[config.mk]
export PLATFORM = sky130hd
export DESIGN_NAME = i2c_master_byte_engine_flat
export DESIGN_NICKNAME = d
export VERILOG_FILES = /design/src/rtl/core/i2cm_pkg.sv /design/src/rtl/core/i2cm_if.sv /design/src/rtl/core/i2cm_fsm.sv /design/src/rtl/core/i2c_master_byte_engine.sv /design/src/flat_wrapper.sv
export SDC_FILE = /design/constraint.sdc
export NUM_CORES = 1
export LEC_CHECK = 0
export BUFFER_PORTS_ARGS = -buffer_cell sky130_fd_sc_hd__buf_2
export CORE_MARGIN = 4
export CORE_UTILIZATION = 59
export CTS_CLUSTER_SIZE = 24
export DETAILED_ROUTE_END_ITERATION = 8
export GPL_ROUTABILITY_DRIVEN = 0
export PLACE_DENSITY = 0.77
export SLEW_MARGIN = 20
export SYNTH_ARGS = -nofsm -noshare
export SYNTH_HDL_FRONTEND = slang
export SYNTH_SLANG_ARGS = --single-unit
[constraint.sdc]
create_clock -name clock -period 4.1 [get_ports clock]
set_input_delay 0.82 -clock clock [delete_from_list [all_inputs] [get_ports clock]]
set_output_delay 0.82 -clock clock [all_outputs]
set_load 0.02 [all_outputs]
[src/rtl/core/i2cm_pkg.sv]
package i2cm_pkg;

   localparam int TIMER_BITS_DEFAULT = 16;
   localparam int HALF_PERIOD_BITS = 16;
   localparam logic [HALF_PERIOD_BITS-1:0] HALF_PERIOD_RESET = 16'd125;

   localparam logic [1:0] CMD_START = 2'd0;
   localparam logic [1:0] CMD_STOP  = 2'd1;
   localparam logic [1:0] CMD_WRITE = 2'd2;
   localparam logic [1:0] CMD_READ  = 2'd3;

   localparam logic [3:0] ACK_BIT_INDEX = 4'd8;
   localparam logic [3:0] LAST_BIT_INDEX = 4'd9;

   typedef enum logic [10:0] {
      PH_IDLE   = 11'b000_0000_0001,
      PH_S_WAIT = 11'b000_0000_0010,
      PH_S_A    = 11'b000_0000_0100,
      PH_S_B    = 11'b000_0000_1000,
      PH_P_LOW  = 11'b000_0001_0000,
      PH_P_WAIT = 11'b000_0010_0000,
      PH_P_HIGH = 11'b000_0100_0000,
      PH_P_REL  = 11'b000_1000_0000,
      PH_B_LOW  = 11'b001_0000_0000,
      PH_B_WAIT = 11'b010_0000_0000,
      PH_B_HIGH = 11'b100_0000_0000
   } phase_type;

   typedef struct packed {
      logic       cmd_valid;
      logic [1:0] mode;
      logic [7:0] tx_byte;
      logic       master_ack;
      logic       scl_in;
      logic       sda_in;
   } req_item_type;

   typedef struct packed {
      logic       scl_pull_low;
      logic       sda_pull_low;
      logic       busy_res;
      logic       done_res;
      logic [7:0] rx_byte;
      logic       slave_ack;
   } rsp_item_type;

   typedef struct packed {
      logic idle;
      logic timer_zero;
   } fsm_status_type;

endpackage

[src/rtl/core/i2cm_if.sv]
interface i2cm_req_if;
   logic       valid;
   logic       ready;
   logic       cmd_valid;
   logic [1:0] mode;
   logic [7:0] tx_byte;
   logic       master_ack;
   logic       scl_in;
   logic       sda_in;

   modport source (output valid, cmd_valid, mode, tx_byte, master_ack, scl_in, sda_in,
                   input ready);
   modport sink (input valid, cmd_valid, mode, tx_byte, master_ack, scl_in, sda_in,
                 output ready);
endinterface

interface i2cm_rsp_if;
   logic       valid;
   logic       ready;
   logic       scl_pull_low;
   logic       sda_pull_low;
   logic       busy_res;
   logic       done_res;
   logic [7:0] rx_byte;
   logic       slave_ack;

   modport source (output valid, scl_pull_low, sda_pull_low, busy_res, done_res, rx_byte,
                   slave_ack, input ready);
   modport sink (input valid, scl_pull_low, sda_pull_low, busy_res, done_res, rx_byte,
                 slave_ack, output ready);
endinterface

interface i2cm_csr_if;
   logic        valid;
   logic        ready;
   logic [15:0] data;

   modport source (output valid, data, input ready);
   modport sink (input valid, data, output ready);
endinterface

[src/rtl/core/i2cm_fsm.sv]
module i2cm_fsm
   import i2cm_pkg::*;
#(
   parameter int TIMER_BITS = TIMER_BITS_DEFAULT
) (
   input  logic                        clock,
   input  logic                        reset,
   input  logic                        step,
   input  req_item_type                item,
   input  logic [HALF_PERIOD_BITS-1:0] half_period,
   output rsp_item_type                result,
   output fsm_status_type              status
);

   phase_type             phase_ff, phase_in;
   logic [1:0]            command_ff, command_in;
   logic [3:0]            bit_index_ff, bit_index_in;
   logic [TIMER_BITS-1:0] timer_ff, timer_in;
   logic [7:0]            shift_ff, shift_in;
   logic                  ack_choice_ff, ack_choice_in;
   logic                  received_ack_ff, received_ack_in;
   logic [7:0]            rx_hold_ff, rx_hold_in;
   logic                  scl_drive_ff, scl_drive_in;
   logic                  sda_drive_ff, sda_drive_in;
   logic                  done;

   logic [TIMER_BITS-1:0] half_raw;
   logic [TIMER_BITS-1:0] half_eff;
   logic                  elapsed;

   assign half_raw = TIMER_BITS'(half_period);
   assign half_eff = (half_raw == '0) ? TIMER_BITS'(1) : half_raw;
   assign elapsed  = ((TIMER_BITS + 1)'(timer_ff) + 1'b1) >= {1'b0, half_eff};

   function automatic logic bit_sda(input logic [1:0] cmd, input logic [3:0] idx,
                                    input logic [7:0] shift, input logic ack);
      logic level;
      if (idx < ACK_BIT_INDEX) begin
         level = (cmd == CMD_WRITE) ? !shift[~idx[2:0]] : 1'b0;
      end else begin
         level = (cmd == CMD_READ) ? ack : 1'b0;
      end
      return level;
   endfunction

   always_comb begin
      phase_in        = phase_ff;
      command_in      = command_ff;
      bit_index_in    = bit_index_ff;
      timer_in        = elapsed ? timer_ff : timer_ff + 1'b1;
      shift_in        = shift_ff;
      ack_choice_in   = ack_choice_ff;
      received_ack_in = received_ack_ff;
      rx_hold_in      = rx_hold_ff;
      scl_drive_in    = scl_drive_ff;
      sda_drive_in    = sda_drive_ff;
      done            = 1'b0;
      case (phase_ff)
         PH_IDLE: begin
            timer_in = timer_ff;
            if (item.cmd_valid) begin
               command_in = item.mode;
               timer_in   = '0;
               case (item.mode)
                  CMD_START: begin
                     scl_drive_in = 1'b0;
                     sda_drive_in = 1'b0;
                     phase_in     = PH_S_WAIT;
                  end
                  CMD_STOP: begin
                     scl_drive_in = 1'b1;
                     sda_drive_in = 1'b1;
                     phase_in     = PH_P_LOW;
                  end
                  default: begin
                     bit_index_in  = '0;
                     shift_in      = (item.mode == CMD_WRITE) ? item.tx_byte : 8'd0;
                     ack_choice_in = item.master_ack;
                     scl_drive_in  = 1'b1;
                     sda_drive_in  = bit_sda(item.mode, 4'd0, shift_in, item.master_ack);
                     phase_in      = PH_B_LOW;
                  end
               endcase
            end
         end
         PH_S_WAIT: begin
            timer_in = timer_ff;
            if (item.scl_in) begin
               timer_in = '0;
               phase_in = PH_S_A;
            end
         end
         PH_S_A: begin
            if (elapsed) begin
               sda_drive_in = 1'b1;
               timer_in     = '0;
               phase_in     = PH_S_B;
            end
         end
         PH_S_B, PH_P_REL: begin
            if (elapsed) begin
               timer_in = '0;
               phase_in = PH_IDLE;
               done     = 1'b1;
            end
         end
         PH_P_LOW: begin
            if (elapsed) begin
               scl_drive_in = 1'b0;
               timer_in     = '0;
               phase_in     = PH_P_WAIT;
            end
         end
         PH_P_WAIT: begin
            timer_in = timer_ff;
            if (item.scl_in) begin
               timer_in = '0;
               phase_in = PH_P_HIGH;
            end
         end
         PH_P_HIGH: begin
            if (elapsed) begin
               sda_drive_in = 1'b0;
               timer_in     = '0;
               phase_in     = PH_P_REL;
            end
         end
         PH_B_LOW: begin
            if (elapsed) begin
               scl_drive_in = 1'b0;
               timer_in     = '0;
               phase_in     = PH_B_WAIT;
            end
         end
         PH_B_WAIT: begin
            timer_in = timer_ff;
            if (item.scl_in) begin
               if (bit_index_ff < ACK_BIT_INDEX) begin
                  if (command_ff == CMD_READ) begin
                     shift_in = {shift_ff[6:0], item.sda_in};
                  end
               end else if (command_ff == CMD_WRITE) begin
                  received_ack_in = !item.sda_in;
               end
               timer_in = '0;
               phase_in = PH_B_HIGH;
            end
         end
         PH_B_HIGH: begin
            if (elapsed) begin
               bit_index_in = bit_index_ff + 1'b1;
               timer_in     = '0;
               if (bit_index_in >= LAST_BIT_INDEX) begin
                  if (command_ff == CMD_READ) begin
                     rx_hold_in = shift_ff;
                  end
                  bit_index_in = '0;
                  phase_in     = PH_IDLE;
                  done         = 1'b1;
               end else begin
                  scl_drive_in = 1'b1;
                  sda_drive_in = bit_sda(command_ff, bit_index_in, shift_ff, ack_choice_ff);
                  phase_in     = PH_B_LOW;
               end
            end
         end
         default: begin
            timer_in = '0;
            phase_in = PH_IDLE;
         end
      endcase
   end

   always_ff @(posedge clock) begin
      if (reset) begin
         phase_ff        <= PH_IDLE;
         command_ff      <= CMD_START;
         bit_index_ff    <= '0;
         timer_ff        <= '0;
         shift_ff        <= '0;
         ack_choice_ff   <= 1'b0;
         received_ack_ff <= 1'b0;
         rx_hold_ff      <= '0;
         scl_drive_ff    <= 1'b0;
         sda_drive_ff    <= 1'b0;
      end else if (step) begin
         phase_ff        <= phase_in;
         command_ff      <= command_in;
         bit_index_ff    <= bit_index_in;
         timer_ff        <= timer_in;
         shift_ff        <= shift_in;
         ack_choice_ff   <= ack_choice_in;
         received_ack_ff <= received_ack_in;
         rx_hold_ff      <= rx_hold_in;
         scl_drive_ff    <= scl_drive_in;
         sda_drive_ff    <= sda_drive_in;
      end
   end

   always_comb begin
      result.scl_pull_low = scl_drive_in;
      result.sda_pull_low = sda_drive_in;
      result.busy_res     = (phase_in != PH_IDLE);
      result.done_res     = done;
      result.rx_byte      = rx_hold_in;
      result.slave_ack    = received_ack_in;
   end

   assign status.idle       = (phase_ff == PH_IDLE);
   assign status.timer_zero = (timer_ff == '0);

endmodule

[src/rtl/core/i2c_master_byte_engine.sv]
// Byte-level I2C master sequencer. Each request transaction is one tick of the engine: it
// carries the sampled SCL and SDA levels and, when cmd_valid is set, a command (start,
// stop, write byte or read byte). Each request yields exactly one response transaction
// with the pin drives, busy, a one-tick done flag, the last received byte and the last
// slave acknowledge, all as they stand after that tick.
// The csr channel writes the half period in engine ticks and is always ready; it should
// be written only while the engine is idle.
// The response is registered and appears in the cycle after its request is taken, and
// one request is taken every cycle while the response side keeps up.
// When the receiver stalls, the pending response holds and a new request is taken only
// in the cycle in which that response is taken, so the engine does not advance.
// Synchronous reset returns the engine to idle with both lines released, clears the
// received byte and acknowledge, empties the response register and sets the half
// period to 125.
module i2c_master_byte_engine
   import i2cm_pkg::*;
#(
   parameter int TIMER_BITS = TIMER_BITS_DEFAULT
) (
   input logic             clock,
   input logic             reset,
   i2cm_req_if.sink        req_chan,
   i2cm_rsp_if.source      rsp_chan,
   i2cm_csr_if.sink        csr_chan
);

   logic [HALF_PERIOD_BITS-1:0] half_period_ff;
   logic                        rsp_valid_ff;
   rsp_item_type                rsp_data_ff;
   req_item_type                item;
   rsp_item_type                result;
   fsm_status_type              status;
   logic                        req_ready;
   logic                        req_accept;

   assign req_ready  = !rsp_valid_ff || rsp_chan.ready;
   assign req_accept = req_chan.valid && req_ready;
   assign req_chan.ready = req_ready;
   assign csr_chan.ready = 1'b1;

   always_comb begin
      item.cmd_valid  = req_chan.cmd_valid;
      item.mode       = req_chan.mode;
      item.tx_byte    = req_chan.tx_byte;
      item.master_ack = req_chan.master_ack;
      item.scl_in     = req_chan.scl_in;
      item.sda_in     = req_chan.sda_in;
   end

   i2cm_fsm #(
      .TIMER_BITS(TIMER_BITS)
   ) u_fsm (
      .clock      (clock),
      .reset      (reset),
      .step       (req_accept),
      .item       (item),
      .half_period(half_period_ff),
      .result     (result),
      .status     (status)
   );

   always_ff @(posedge clock) begin
      if (reset) begin
         half_period_ff <= HALF_PERIOD_RESET;
      end else if (csr_chan.valid) begin
         half_period_ff <= csr_chan.data;
      end
   end

   always_ff @(posedge clock) begin
      if (reset) begin
         rsp_valid_ff <= 1'b0;
      end else if (req_accept) begin
         rsp_valid_ff <= 1'b1;
      end else if (rsp_chan.ready) begin
         rsp_valid_ff <= 1'b0;
      end
   end

   always_ff @(posedge clock) begin
      if (req_accept) begin
         rsp_data_ff <= result;
      end
   end

   assign rsp_chan.valid        = rsp_valid_ff;
   assign rsp_chan.scl_pull_low = rsp_data_ff.scl_pull_low;
   assign rsp_chan.sda_pull_low = rsp_data_ff.sda_pull_low;
   assign rsp_chan.busy_res     = rsp_data_ff.busy_res;
   assign rsp_chan.done_res     = rsp_data_ff.done_res;
   assign rsp_chan.rx_byte      = rsp_data_ff.rx_byte;
   assign rsp_chan.slave_ack    = rsp_data_ff.slave_ack;

   a_no_accept_on_stall: assert property (@(posedge clock) disable iff (reset)
      (rsp_valid_ff && !rsp_chan.ready) |-> !req_accept)
      else $error("Request taken while the response is stalled.");

   a_accept_fills_rsp: assert property (@(posedge clock) disable iff (reset)
      req_accept |=> rsp_valid_ff)
      else $error("Accepted request left no response.");

   a_done_not_busy: assert property (@(posedge clock) disable iff (reset)
      rsp_valid_ff |-> !(rsp_data_ff.done_res && rsp_data_ff.busy_res))
      else $error("Done reported while still busy.");

   a_idle_timer_clear: assert property (@(posedge clock) disable iff (reset)
      status.idle |-> status.timer_zero)
      else $error("Half period timer not cleared in idle.");

endmodule
[src/flat_wrapper.sv]
// flat-port wrapper written by rule: the top's interface ports become plain ports
module i2c_master_byte_engine_flat import i2cm_pkg::*;
#(
   parameter int TIMER_BITS = TIMER_BITS_DEFAULT
)
  (clock, reset, req_chan_valid, req_chan_cmd_valid, req_chan_mode, req_chan_tx_byte, req_chan_master_ack, req_chan_scl_in, req_chan_sda_in, req_chan_ready, rsp_chan_valid, rsp_chan_scl_pull_low, rsp_chan_sda_pull_low, rsp_chan_busy_res, rsp_chan_done_res, rsp_chan_rx_byte, rsp_chan_slave_ack, rsp_chan_ready, csr_chan_valid, csr_chan_data, csr_chan_ready);
  i2cm_req_if req_chan_i ();
  i2cm_rsp_if rsp_chan_i ();
  i2cm_csr_if csr_chan_i ();
  input logic clock;
  input logic reset;
  input wire logic [$bits(req_chan_i.valid)-1:0] req_chan_valid;
  input wire logic [$bits(req_chan_i.cmd_valid)-1:0] req_chan_cmd_valid;
  input wire logic [$bits(req_chan_i.mode)-1:0] req_chan_mode;
  input wire logic [$bits(req_chan_i.tx_byte)-1:0] req_chan_tx_byte;
  input wire logic [$bits(req_chan_i.master_ack)-1:0] req_chan_master_ack;
  input wire logic [$bits(req_chan_i.scl_in)-1:0] req_chan_scl_in;
  input wire logic [$bits(req_chan_i.sda_in)-1:0] req_chan_sda_in;
  output wire logic [$bits(req_chan_i.ready)-1:0] req_chan_ready;
  output wire logic [$bits(rsp_chan_i.valid)-1:0] rsp_chan_valid;
  output wire logic [$bits(rsp_chan_i.scl_pull_low)-1:0] rsp_chan_scl_pull_low;
  output wire logic [$bits(rsp_chan_i.sda_pull_low)-1:0] rsp_chan_sda_pull_low;
  output wire logic [$bits(rsp_chan_i.busy_res)-1:0] rsp_chan_busy_res;
  output wire logic [$bits(rsp_chan_i.done_res)-1:0] rsp_chan_done_res;
  output wire logic [$bits(rsp_chan_i.rx_byte)-1:0] rsp_chan_rx_byte;
  output wire logic [$bits(rsp_chan_i.slave_ack)-1:0] rsp_chan_slave_ack;
  input wire logic [$bits(rsp_chan_i.ready)-1:0] rsp_chan_ready;
  input wire logic [$bits(csr_chan_i.valid)-1:0] csr_chan_valid;
  input wire logic [$bits(csr_chan_i.data)-1:0] csr_chan_data;
  output wire logic [$bits(csr_chan_i.ready)-1:0] csr_chan_ready;
  assign req_chan_i.valid = req_chan_valid;
  assign req_chan_i.cmd_valid = req_chan_cmd_valid;
  assign req_chan_i.mode = req_chan_mode;
  assign req_chan_i.tx_byte = req_chan_tx_byte;
  assign req_chan_i.master_ack = req_chan_master_ack;
  assign req_chan_i.scl_in = req_chan_scl_in;
  assign req_chan_i.sda_in = req_chan_sda_in;
  assign req_chan_ready = req_chan_i.ready;
  assign rsp_chan_valid = rsp_chan_i.valid;
  assign rsp_chan_scl_pull_low = rsp_chan_i.scl_pull_low;
  assign rsp_chan_sda_pull_low = rsp_chan_i.sda_pull_low;
  assign rsp_chan_busy_res = rsp_chan_i.busy_res;
  assign rsp_chan_done_res = rsp_chan_i.done_res;
  assign rsp_chan_rx_byte = rsp_chan_i.rx_byte;
  assign rsp_chan_slave_ack = rsp_chan_i.slave_ack;
  assign rsp_chan_i.ready = rsp_chan_ready;
  assign csr_chan_i.valid = csr_chan_valid;
  assign csr_chan_i.data = csr_chan_data;
  assign csr_chan_ready = csr_chan_i.ready;
  i2c_master_byte_engine #(.TIMER_BITS(TIMER_BITS)) u_core (.clock(clock), .reset(reset), .req_chan(req_chan_i), .rsp_chan(rsp_chan_i), .csr_chan(csr_chan_i));
endmodule
Word-level counts from Yosys, hierarchy flattened

Cells that the tools add are included.

Output and inout bits: 16
Bits of input ports: 35
Register bits after elaboration: 83

Muxes and demuxes: 63
Reduce and logical (&&, ||, !) cells: 21
Add/sub/neg operators: 3
Magnitude comparators: 5
Eq/ne operators: 23
Bitwise operators: 2

Operators by type and width:

| cell                    | count |
|---|---|
| $mux W11                | 10 |
| $pmux W11 S10           | 1 |
| $mux W8                 | 10 |
| $mux W16                | 4 |
| $pmux W16 S3            | 1 |
| $mux W1                 | 24 |
| $pmux W9 S2             | 1 |
| $add A16 B1 Y17 const B | 1 |
| $ge A17 B16 Y1          | 1 |
| $add A16 B1 Y16 const B | 1 |
| $logic_not A16 Y1       | 1 |
| $mux W4                 | 4 |
| $pmux W8 S2             | 1 |
| $ne A2 B2 Y1 const B    | 6 |
| $eq A11 B1 Y1 const B   | 1 |
| $eq A11 B10 Y1 const B  | 1 |
| $eq A11 B11 Y1 const B  | 1 |
| $eq A11 B2 Y1 const B   | 1 |
| $eq A11 B3 Y1 const B   | 1 |
| $eq A11 B4 Y1 const B   | 1 |
| $eq A11 B5 Y1 const B   | 1 |
| $eq A11 B6 Y1 const B   | 1 |
| $eq A11 B7 Y1 const B   | 1 |
| $eq A11 B8 Y1 const B   | 1 |
| 29 further kinds        | 41 |

Logic depth before layout (Yosys ltp)

Gate-level depths: netlist of the first run.

Depth after elaboration: 10
Mapped depth: 15

Hierarchy

A second synthesis of the first run with hierarchy kept.

Cell total of the unflattened synthesis: 566
Area total of the unflattened synthesis: 5043.6 um^2

By module, submodules not included:

| module                 | area an instance (um^2) | seq. area each (um^2) | cells an instance | instances |
|---|---|---|---|---|
| i2cm_fsm               | 4000.1                  | 1061.0                | 494               | 1 |
| i2c_master_byte_engine | 1043.5                  | 730.7                 | 72                | 1 |

Worst setup path after synthesis of the first run

OpenSTA, ideal clock, no wires.

Path kind: register -> register
From: register u_core.u_fsm.timer_ff[3]
To: register u_core.u_fsm.timer_ff[3]
Clock period less this slack: 3.247 ns
Stages on the path, launching flop included: 15
Data required time: 4.030 ns
Arrival: 3.177 ns
Buffers on the path: 1
Path slack: 0.853 ns
Path through: dfxtp_1 > clkbuf_1 > nand4_1 > nor2_1 > and2_1 > and3_1 > xor2_1 > ha_1 > nand3_1 > nor3_1 > a311oi_2 > nand2_2 > or2_2 > or4_1 > a21oi_1

Word-level cells in the longest chain between the ends: 4

Ends and longest elaborated chain:

| element                  | RTL line        | text |
|---|---|---|
| start: declaration       | i2cm_fsm.sv:18  | `logic [TIMER_BITS-1:0] timer_ff, timer_in;` |
| start signal: assignment | i2cm_fsm.sv:190 | `timer_ff <= timer_in;` |
| $add A16 B1 Y17          | i2cm_fsm.sv:33  | `assign elapsed = ((TIMER_BITS + 1)'(timer_ff) + 1'b1) >= {1'b0, half_eff};` |
| $ge A17 B16 Y1           | i2cm_fsm.sv:33  |  |
| $mux W16 (*)             | -               |  |
| $pmux W16 S3 (*)         | i2cm_fsm.sv:58  | `case (phase_ff)` |

Mark *: on every way between the ends. The rest lies on a longest branch, timed or not.
A chain may end at the register's enable or synchronous reset.

Worst setup path in the final report of the first run

From: register u_core.u_fsm.timer_ff[0]
To: register u_core.u_fsm.timer_ff[3]

Same word-level chain as after synthesis.

==> impl_metrics.prom, run 1 <==
# TYPE chip_impl_metric gauge
chip_impl_info{name="status",value="completed"} 1
chip_impl_metric{name="slew_headroom",unit=""} 0.301
chip_impl_metric{name="register_area",unit="um^2"} 1790
chip_impl_metric{name="die_h",unit="um"} 95.7
chip_impl_metric{name="syn-cell-area",unit="um^2"} 4540
chip_impl_metric{name="fin_crit",unit="ns"} 3.79
chip_impl_metric{name="finalSetupTns",unit="ns"} 0
chip_impl_metric{name="floorplan.initialDensity",unit=""} 0.616
chip_impl_metric{name="remaining_drc_errors",unit=""} 0
chip_impl_metric{name="pin_count_of_the_biggest_net_entering_global_routing",unit=""} 48
chip_impl_metric{name="critical_path_arrival",unit="ns"} 4.08
chip_impl_metric{name="vias_per_cell",unit=""} 6.03
chip_impl_info{name="busiest_layer",value="met2"} 1
chip_impl_metric{name="globalRouteMet3Util",unit=""} 0.0547
chip_impl_metric{name="leakagePower",unit="nW"} 2.09
chip_impl_metric{name="antenna_violations_before_repair",unit=""} 0
chip_impl_info{name="r2r-start",value="u_core.u_fsm.timer_ff[0]"} 1
chip_impl_metric{name="yosysWarnings",unit=""} 0
chip_impl_info{name="dominant_combinational_cell_family_by_area_after_synthesis",value="simple AND/OR/NAND/NOR gates"} 1
chip_impl_info{name="ctsRootBufferMaster",value="sky130_fd_sc_hd__clkbuf_8"} 1
chip_impl_metric{name="post_route_cells_drive_above_1_share",unit=""} 0.200
chip_impl_metric{name="fin_skew",unit="ns"} 0.0123
chip_impl_metric{name="floorplan.rows",unit=""} 31
chip_impl_metric{name="critical_path_fanout_max",unit=""} 10
chip_impl_metric{name="wl_per_cell",unit="um"} 16.7
chip_impl_metric{name="adder_cell_area_share_of_the_yosys_netlist",unit=""} 0.0524
chip_impl_metric{name="multi_input_comb_area",unit="um^2"} 2500
chip_impl_metric{name="numPlacedInstances",unit=""} 617
chip_impl_metric{name="fin_crit_sh",unit=""} 0.925
chip_impl_metric{name="design.final.nets",unit=""} 583
chip_impl_metric{name="worst_ep_required_time",unit="ns"} 4.39
chip_impl_info{name="grt_setup_unrepaired",value="false"} 1
chip_impl_metric{name="finish.cell_count_without_fillers",unit=""} 633
chip_impl_info{name="critical_path.startpoint",value="u_core.u_fsm.timer_ff[0]"} 1
chip_impl_metric{name="cts_made_buffers",unit=""} 9
chip_impl_metric{name="cts_setup_buffers",unit=""} 0
chip_impl_info{name="start_point_of_the_worst_min_delay_path",value="u_core.u_fsm.received_ack_ff"} 1
chip_impl_info{name="r2r_end",value="u_core.u_fsm.timer_ff[3]"} 1
chip_impl_metric{name="synth_edf_count",unit=""} 13
chip_impl_metric{name="timing.final.max_slew_violations",unit=""} 0
chip_impl_info{name="timing.critical_path.to_type",value="flop"} 1
chip_impl_metric{name="floorplan.io_pins",unit=""} 51
chip_impl_metric{name="peak_clock_frequency_supported_by_timing",unit="MHz"} 264
chip_impl_info{name="start_kind",value="flop"} 1
chip_impl_metric{name="reg2reg_slack",unit="ns"} 0.31
chip_impl_metric{name="placement.io_buffers",unit=""} 49
chip_impl_info{name="synth_top_flop_cell",value="sky130_fd_sc_hd__dfxtp_1"} 1
chip_impl_metric{name="tightest_slew",unit="ns"} 1.05
chip_impl_metric{name="synth-compound-area-share",unit=""} 0.167
chip_impl_metric{name="synthArstFlopShare",unit=""} 0
chip_impl_metric{name="clk-insertion-delay-late",unit="ns"} 0.37
chip_impl_metric{name="ctsHoldBuffers",unit=""} 0
chip_impl_info{name="cpMaxStageDelayCell",value="sky130_fd_sc_hd__dfxtp_1"} 1
chip_impl_metric{name="antenna_cells",unit=""} 0
chip_impl_metric{name="global_route.usage.total",unit=""} 0.238
chip_impl_metric{name="h-tree-depth",unit=""} 3
chip_impl_metric{name="yosys.cell_types.count",unit=""} 70
chip_impl_metric{name="synth_area_per_cell",unit="um^2"} 9.32
chip_impl_metric{name="powerDensity",unit="nW/um^2"} 340
chip_impl_metric{name="postCtsResizedCells",unit=""} 0
chip_impl_metric{name="drv_cap",unit=""} 0
chip_impl_metric{name="synth_mux_area_frac",unit=""} 0.0808
chip_impl_metric{name="post_synth_and_or_nand_nor_area_fraction",unit=""} 0.215
chip_impl_metric{name="clock_sinks",unit=""} 83
chip_impl_metric{name="die_w",unit="um"} 95.7
chip_impl_metric{name="drtIter0Drc",unit=""} 283
chip_impl_metric{name="yosys_register_bits",unit=""} 83
chip_impl_metric{name="fillers",unit=""} 579
chip_impl_metric{name="core_region_area",unit="um^2"} 7370
chip_impl_metric{name="hold_depth",unit=""} 2
chip_impl_metric{name="detail_route.first_pass.iterations",unit=""} 5
chip_impl_info{name="kind_of_critical_path",value="flop to flop"} 1
chip_impl_metric{name="grt_pass1_wl",unit="mm"} 17.1
chip_impl_metric{name="finalSetupViolations",unit=""} 0
chip_impl_metric{name="worst-r2r-cell-count",unit=""} 13
chip_impl_metric{name="antenna_left",unit=""} 0
chip_impl_metric{name="area_growth",unit="%"} 10.0
chip_impl_metric{name="synth_nets",unit=""} 541
chip_impl_metric{name="grt_pass1_vias",unit=""} 3488
chip_impl_info{name="timing.critical_path.max_delay_family",value="simple AND/OR/NAND/NOR gates"} 1
chip_impl_metric{name="grt.overflow.total",unit=""} 0
chip_impl_metric{name="groute.layer.met1.usage",unit=""} 0.337
chip_impl_metric{name="synthesis.instances",unit=""} 487
chip_impl_metric{name="detailedPlacementHpwl",unit="mm"} 7.69
chip_impl_metric{name="drt-total-wl",unit="mm"} 10.6
chip_impl_metric{name="delay_contributed_by_the_slowest_stage_of_the_critical_path",unit="ns"} 0.42
chip_impl_metric{name="route.vias.total",unit=""} 3815
chip_impl_metric{name="power.ir.vdd_worst",unit="mV"} 0.206
chip_impl_metric{name="die-area",unit="um^2"} 9160
chip_impl_metric{name="post_route_total_power",unit="mW"} 1.70
chip_impl_metric{name="synthXorXnorAreaFrac",unit=""} 0.0347
chip_impl_info{name="cts_tree",value="yes"} 1
chip_impl_metric{name="synth_sequential_area_ratio",unit=""} 0.395
chip_impl_metric{name="fin_hold_ws",unit="ns"} 0.483
chip_impl_metric{name="global_route.usage.met2",unit=""} 0.368
chip_impl_metric{name="cp.buffers_inverters",unit=""} 0
chip_impl_info{name="worstPathCellList",value="ha_1 -> nand3_1 -> nor2_1 -> and3_1 -> xor2_1 -> ha_1 -> a21oi_1 -> nor3_1 -> a311oi_2 -> nand2_2 -> or2_2 -> or4_1 -> a21oi_1"} 1
chip_impl_metric{name="clk_pin_slew_worst_paths",unit="ns"} 0.09
chip_impl_metric{name="final_hold_fails",unit=""} 0
chip_impl_metric{name="clockBufferDepth",unit=""} 2
chip_impl_info{name="hold_path_class",value="flop to flop"} 1
chip_impl_info{name="whs_endpoint",value="u_core.u_fsm.received_ack_ff"} 1
-- layer usage --
layer / part of all wire / vias up / wire [um]
li1: - / 1881 / -
met1: 0.47 / 1773 / 4910
met2: 0.46 / 142 / 4810
met3: 0.066 / 19 / 697
met4: 0.014 / 0 / 146
met5: 0 / - / 0
-- layout by cell type (no fill, tap or decap), types with 3 or more instances in the layout --
cell                       instances
sky130_fd_sc_hd__dfxtp_1          70
sky130_fd_sc_hd__buf_2            49
sky130_fd_sc_hd__nor2_1           47
sky130_fd_sc_hd__a21oi_1          35
sky130_fd_sc_hd__nand2_1          31
sky130_fd_sc_hd__inv_1            24
sky130_fd_sc_hd__mux2i_1          22
sky130_fd_sc_hd__ha_1             19
sky130_fd_sc_hd__nand3_1          16
sky130_fd_sc_hd__a32o_1           15
sky130_fd_sc_hd__nor3_1           13
sky130_fd_sc_hd__o21ai_0          13
sky130_fd_sc_hd__edfxtp_1         13
sky130_fd_sc_hd__xnor2_1          12
sky130_fd_sc_hd__nand4_1          10
sky130_fd_sc_hd__and3_2            9
sky130_fd_sc_hd__mux2_2            9
sky130_fd_sc_hd__o211ai_1          9
sky130_fd_sc_hd__a211oi_1          9
sky130_fd_sc_hd__clkbuf_8          9
sky130_fd_sc_hd__and3_1            7
sky130_fd_sc_hd__nor4_1            7
sky130_fd_sc_hd__nor2b_1           6
sky130_fd_sc_hd__xor2_1            6
sky130_fd_sc_hd__nand2b_1          4
sky130_fd_sc_hd__a31oi_1           4
sky130_fd_sc_hd__buf_4             4
sky130_fd_sc_hd__nor2_2            3
sky130_fd_sc_hd__nand3b_1          3
sky130_fd_sc_hd__o31ai_1           3
sky130_fd_sc_hd__or4_1             3
sky130_fd_sc_hd__clkinv_4          3
-- registers in the layout, indices dropped and copies added (netlist names), 2 cells and up --
| name | cells |
|---|---|
| u_core.u_fsm.bit_index_ff | 4 |
| u_core.rsp_chan.rx_byte | 8 |
| u_core.u_fsm.rx_hold_ff | 8 |
| u_core.u_fsm.timer_ff | 16 |
| u_core.half_period_ff | 16 |
| u_core.u_fsm.phase_ff | 11 |
| u_core.u_fsm.shift_ff | 8 |
| u_core.u_fsm.command_ff | 2 |
-- worst reg2reg max path: cells and delay by family, from the launching register on --
family          cells  cell delay [ns]
simple gates        7             1.79
compound gates      3             0.74
fa+ha+maj           2             0.54
flops               1             0.42
xor+xnor            1             0.22
-- Yosys cell counts, drive strengths merged (14+ instances only) --
| master | count | share of area |
|---|---|---|
| dfxtp | 70 | 0.31 |
| nor2 | 51 | 0.046 |
| a21oi | 36 | 0.042 |
| nand2 | 32 | 0.027 |
| inv | 24 | 0.020 |
| mux2i | 22 | 0.049 |
| ha | 19 | 0.052 |
| and3 | 16 | 0.025 |
| nand3 | 16 | 0.018 |
| a32o | 15 | 0.033 |
| clkbuf | 14 | 0.018 |
| nor3 | 14 | 0.018 |
-- worst max-delay path by stage --
stage | to | depth (start not counted)
3_3_place_gp | u_core.u_fsm.phase_ff[1] | 13
3_5_place_dp | u_core.u_fsm.phase_ff[1] | 13
5_1_grt | u_core.u_fsm.timer_ff[3] | 13
4_1_cts | u_core.u_fsm.timer_ff[3] | 13
6_report | u_core.u_fsm.timer_ff[3] | 13
2_1_floorplan | u_core.u_fsm.timer_ff[3] | 14
-- per-stage QoR --
step | cell area (um^2) | util | setup WS [ns]
after floorplan | 4540 | - | 0.853
after CTS | 4990 | 0.677 | 0.317
after global routing | 4990 | 0.677 | 0.0119
final | 4990 | 0.677 | 0.309
after global placement | 4780 | 0.649 | 0.429
after detailed placement | 4780 | 0.649 | 0.375
-- logic make-up after synthesis --
group / count (synthesis)
buffers and inverters: 47
muxes: 33
adders and majority gates: 19
DFF: 83
xor gates and xnor gates: 18
AOI/OAI and AO/OA: 107
and+or+nand+nor: 179
other: 1
-- final cells by class --
class                           instances  share of cell area
Multi-Input combinational cell        357               0.501
Sequential cell                        83               0.359
Timing Repair Buffer                   53              0.0552
Clock buffer                            9              0.0248
Tap cell                               99              0.0248
Inverter                               25              0.0188
Clock inverter                          7              0.0168
-- where the power goes --
part / switching [mW] / leakage [nW] / internal, mW
clock: 0.323 / 0.102 / 0.291
sequential: 0.0245 / 0.698 / 0.857
combinational: 0.128 / 1.29 / 0.0749
total: 0.476 / 2.09 / 1.22
No activity file was read; power rests on OpenSTA's default activity.
==> run 2: changes to the inputs <==
--- a/config.mk
+++ b/config.mk
@@ -10,8 +10,8 @@
 export CORE_UTILIZATION = 59
 export CTS_CLUSTER_SIZE = 24
 export DETAILED_ROUTE_END_ITERATION = 8
-export GPL_ROUTABILITY_DRIVEN = 0
 export PLACE_DENSITY = 0.77
+export RECOVER_POWER = 100
 export SLEW_MARGIN = 20
 export SYNTH_ARGS = -nofsm -noshare
 export SYNTH_HDL_FRONTEND = slang
==> impl_metrics.prom, run 2 (synthesized netlist as in run 1, its figures left out) <==
# TYPE chip_impl_metric gauge
chip_impl_metric{name="tightest_slew",unit="ns"} 2.18
chip_impl_info{name="cts_tree",value="yes"} 1
chip_impl_metric{name="fin_skew",unit="ns"} 0.0146
chip_impl_metric{name="timing.final.max_slew_violations",unit=""} 48
chip_impl_metric{name="clk-insertion-delay-late",unit="ns"} 0.36
chip_impl_metric{name="die_h",unit="um"} 95.7
chip_impl_metric{name="wl_per_cell",unit="um"} 17.1
chip_impl_metric{name="slew_headroom",unit=""} -0.457
chip_impl_metric{name="power.ir.vdd_worst",unit="mV"} 0.231
chip_impl_metric{name="grt.overflow.total",unit=""} 0
chip_impl_metric{name="leakagePower",unit="nW"} 2.03
chip_impl_metric{name="postCtsResizedCells",unit=""} 0
chip_impl_metric{name="floorplan.initialDensity",unit=""} 0.616
chip_impl_metric{name="die_w",unit="um"} 95.7
chip_impl_metric{name="grt_pass1_vias",unit=""} 3764
chip_impl_metric{name="finalSetupViolations",unit=""} 0
chip_impl_metric{name="final_hold_fails",unit=""} 0
chip_impl_metric{name="clockBufferDepth",unit=""} 2
chip_impl_metric{name="drtIter0Drc",unit=""} 257
chip_impl_metric{name="antenna_left",unit=""} 0
chip_impl_metric{name="floorplan.rows",unit=""} 31
chip_impl_info{name="violated_checks",value="capacitance limit, slew limit"} 1
chip_impl_metric{name="antenna_violations_before_repair",unit=""} 0
chip_impl_info{name="hold_path_class",value="flop to flop"} 1
chip_impl_metric{name="met1Wirelength",unit="mm"} 4.78
chip_impl_metric{name="drt-total-wl",unit="mm"} 10.9
chip_impl_metric{name="met2WireLength",unit="mm"} 5.21
chip_impl_metric{name="floorplan.io_pins",unit=""} 51
chip_impl_metric{name="clk_pin_slew_worst_paths",unit="ns"} 0.09
chip_impl_metric{name="remaining_drc_errors",unit=""} 0
chip_impl_info{name="most_frequent_cells_in_the_layout",value="70 x sky130_fd_sc_hd__dfxtp_1, 47 x sky130_fd_sc_hd__nor2_1, 36 x sky130_fd_sc_hd__a21oi_1"} 1
chip_impl_metric{name="h-tree-depth",unit=""} 3
chip_impl_metric{name="cts_made_buffers",unit=""} 9
chip_impl_metric{name="post_route_total_power",unit="mW"} 1.70
chip_impl_metric{name="peak_clock_frequency_supported_by_timing",unit="MHz"} 268
chip_impl_metric{name="grt_pass1_wl",unit="mm"} 18.0
chip_impl_metric{name="place_congestion",unit=""} 0.918
chip_impl_metric{name="finalSetupTns",unit="ns"} 0
chip_impl_info{name="layout_top_registers",value="u_core.half_period_ff (16), u_core.u_fsm.timer_ff (16), u_core.u_fsm.phase_ff (11)"} 1
chip_impl_metric{name="global_route.usage.total",unit=""} 0.253
chip_impl_info{name="layout_commonest_cell",value="sky130_fd_sc_hd__dfxtp_1"} 1
chip_impl_metric{name="design.final.nets",unit=""} 585
chip_impl_metric{name="worst_ep_required_time",unit="ns"} 4.40
chip_impl_metric{name="routed-wl-met3",unit="um"} 691
chip_impl_metric{name="placement.io_buffers",unit=""} 49
chip_impl_metric{name="route.vias.total",unit=""} 3853
chip_impl_info{name="kind_of_critical_path",value="flop to flop"} 1
chip_impl_metric{name="ctsHoldBuffers",unit=""} 0
chip_impl_metric{name="die-area",unit="um^2"} 9160
chip_impl_metric{name="cts_setup_buffers",unit=""} 0
chip_impl_metric{name="post_route_cells_drive_above_1_share",unit=""} 0.164
chip_impl_info{name="grt_setup_unrepaired",value="false"} 1
chip_impl_metric{name="powerDensity",unit="nW/um^2"} 343
chip_impl_metric{name="fin_crit_sh",unit=""} 0.909
chip_impl_metric{name="area_growth",unit="%"} 9.02
chip_impl_metric{name="detail_route.first_pass.iterations",unit=""} 5
chip_impl_metric{name="detailedPlacementHpwl",unit="mm"} 7.93
chip_impl_metric{name="finish.utilization",unit=""} 0.671
chip_impl_info{name="maxUsedRoutingLayer",value="met4"} 1
chip_impl_metric{name="critical_path_arrival",unit="ns"} 4.02
chip_impl_metric{name="core_region_area",unit="um^2"} 7370
chip_impl_metric{name="pin_count_of_the_biggest_net_entering_global_routing",unit=""} 48
chip_impl_info{name="status",value="finished, violations left"} 1
chip_impl_metric{name="critical_path_fanout_max",unit=""} 10
chip_impl_info{name="timing.critical_path.to_type",value="flop"} 1
chip_impl_metric{name="dpl_cell_area",unit="um^2"} 4800
chip_impl_info{name="ctsRootBufferMaster",value="sky130_fd_sc_hd__clkbuf_8"} 1
chip_impl_metric{name="antenna_cells",unit=""} 0
chip_impl_metric{name="fin_crit",unit="ns"} 3.73
chip_impl_metric{name="clock_sinks",unit=""} 83
chip_impl_metric{name="vias_per_cell",unit=""} 6.07
chip_impl_metric{name="final_cell_area",unit="um^2"} 4950
chip_impl_metric{name="drv_cap",unit=""} 1
chip_impl_info{name="start_kind",value="flop"} 1
## run 2: cell types whose count changed in the layout (fill, tap and decap cells not counted), sizes merged
cell and change:
buf -18, inv +1, clkinv -2, clkbuf +20
clkinvlp +1
## run 2: path summary, 6_finish.rpt
kind	startpoint	endpoint	slack [ns]	cells after the start
hold / removal	u_core.u_fsm.received_ack_ff	u_core.u_fsm.received_ack_ff	0.47	2
setup / recovery	u_core.u_fsm.timer_ff[2]	u_core.u_fsm.timer_ff[8]	0.37	14
setup reg to reg	u_core.u_fsm.timer_ff[2]	u_core.u_fsm.timer_ff[8]	0.37	14
hold reg to reg	u_core.u_fsm.received_ack_ff	u_core.u_fsm.received_ack_ff	0.47	2
## run 2: routing by layer
layer  vias to the layer above  track usage
met3                        13       0.0477
li1                       1882            -
met2                       135        0.415
met1                      1823        0.334
met4                         0       0.0889
met5                         -            0
## run 2: through the flow
step	worst slack (ns)	instances	hold WS, ns
3_5_place_dp	0.355	619	0.454
3_3_place_gp	0.527	619	0.445
4_1_cts	0.330	635	0.467
6_report	0.373	635	0.469
2_1_floorplan	0.853	487	0.437
5_1_grt	0.0568	635	0.512
## run 2: power breakdown
part           total (mW)  switching [mW]  internal, mW  leakage (nW)
Combinational       0.198           0.127        0.0714          1.23
Clock               0.618           0.327         0.291        0.0984
Sequential          0.881          0.0242         0.857         0.698
Total                1.70           0.478          1.22          2.03
## run 2: cell type report
| cell class | count | area, um^2 |
|---|---|---|
| multi-input combinational | 357 | 2470 |
| fill | 626 | 2420 |
| sequential | 83 | 1790 |
| timing repair buffer | 55 | 255 |
| clock buffer | 9 | 124 |
| tap | 99 | 124 |
| inverter | 25 | 93.8 |
| clock inverter | 7 | 82.6 |
## run 2: critical path: stages, from the launching register on
cell and delay [ns]:
sky130_fd_sc_hd__dfxtp_1 0.44, sky130_fd_sc_hd__nand3_1 0.22, sky130_fd_sc_hd__nor2_1 0.19, sky130_fd_sc_hd__and2_1 0.22
sky130_fd_sc_hd__and3_1 0.19, sky130_fd_sc_hd__xor2_1 0.25, sky130_fd_sc_hd__ha_1 0.27, sky130_fd_sc_hd__nand3_1 0.13
sky130_fd_sc_hd__nor3_1 0.09, sky130_fd_sc_hd__a311oi_2 0.41, sky130_fd_sc_hd__nand2_2 0.24, sky130_fd_sc_hd__or2_2 0.39
sky130_fd_sc_hd__nor2_2 0.24, sky130_fd_sc_hd__buf_4 0.22, sky130_fd_sc_hd__a32o_1 0.17
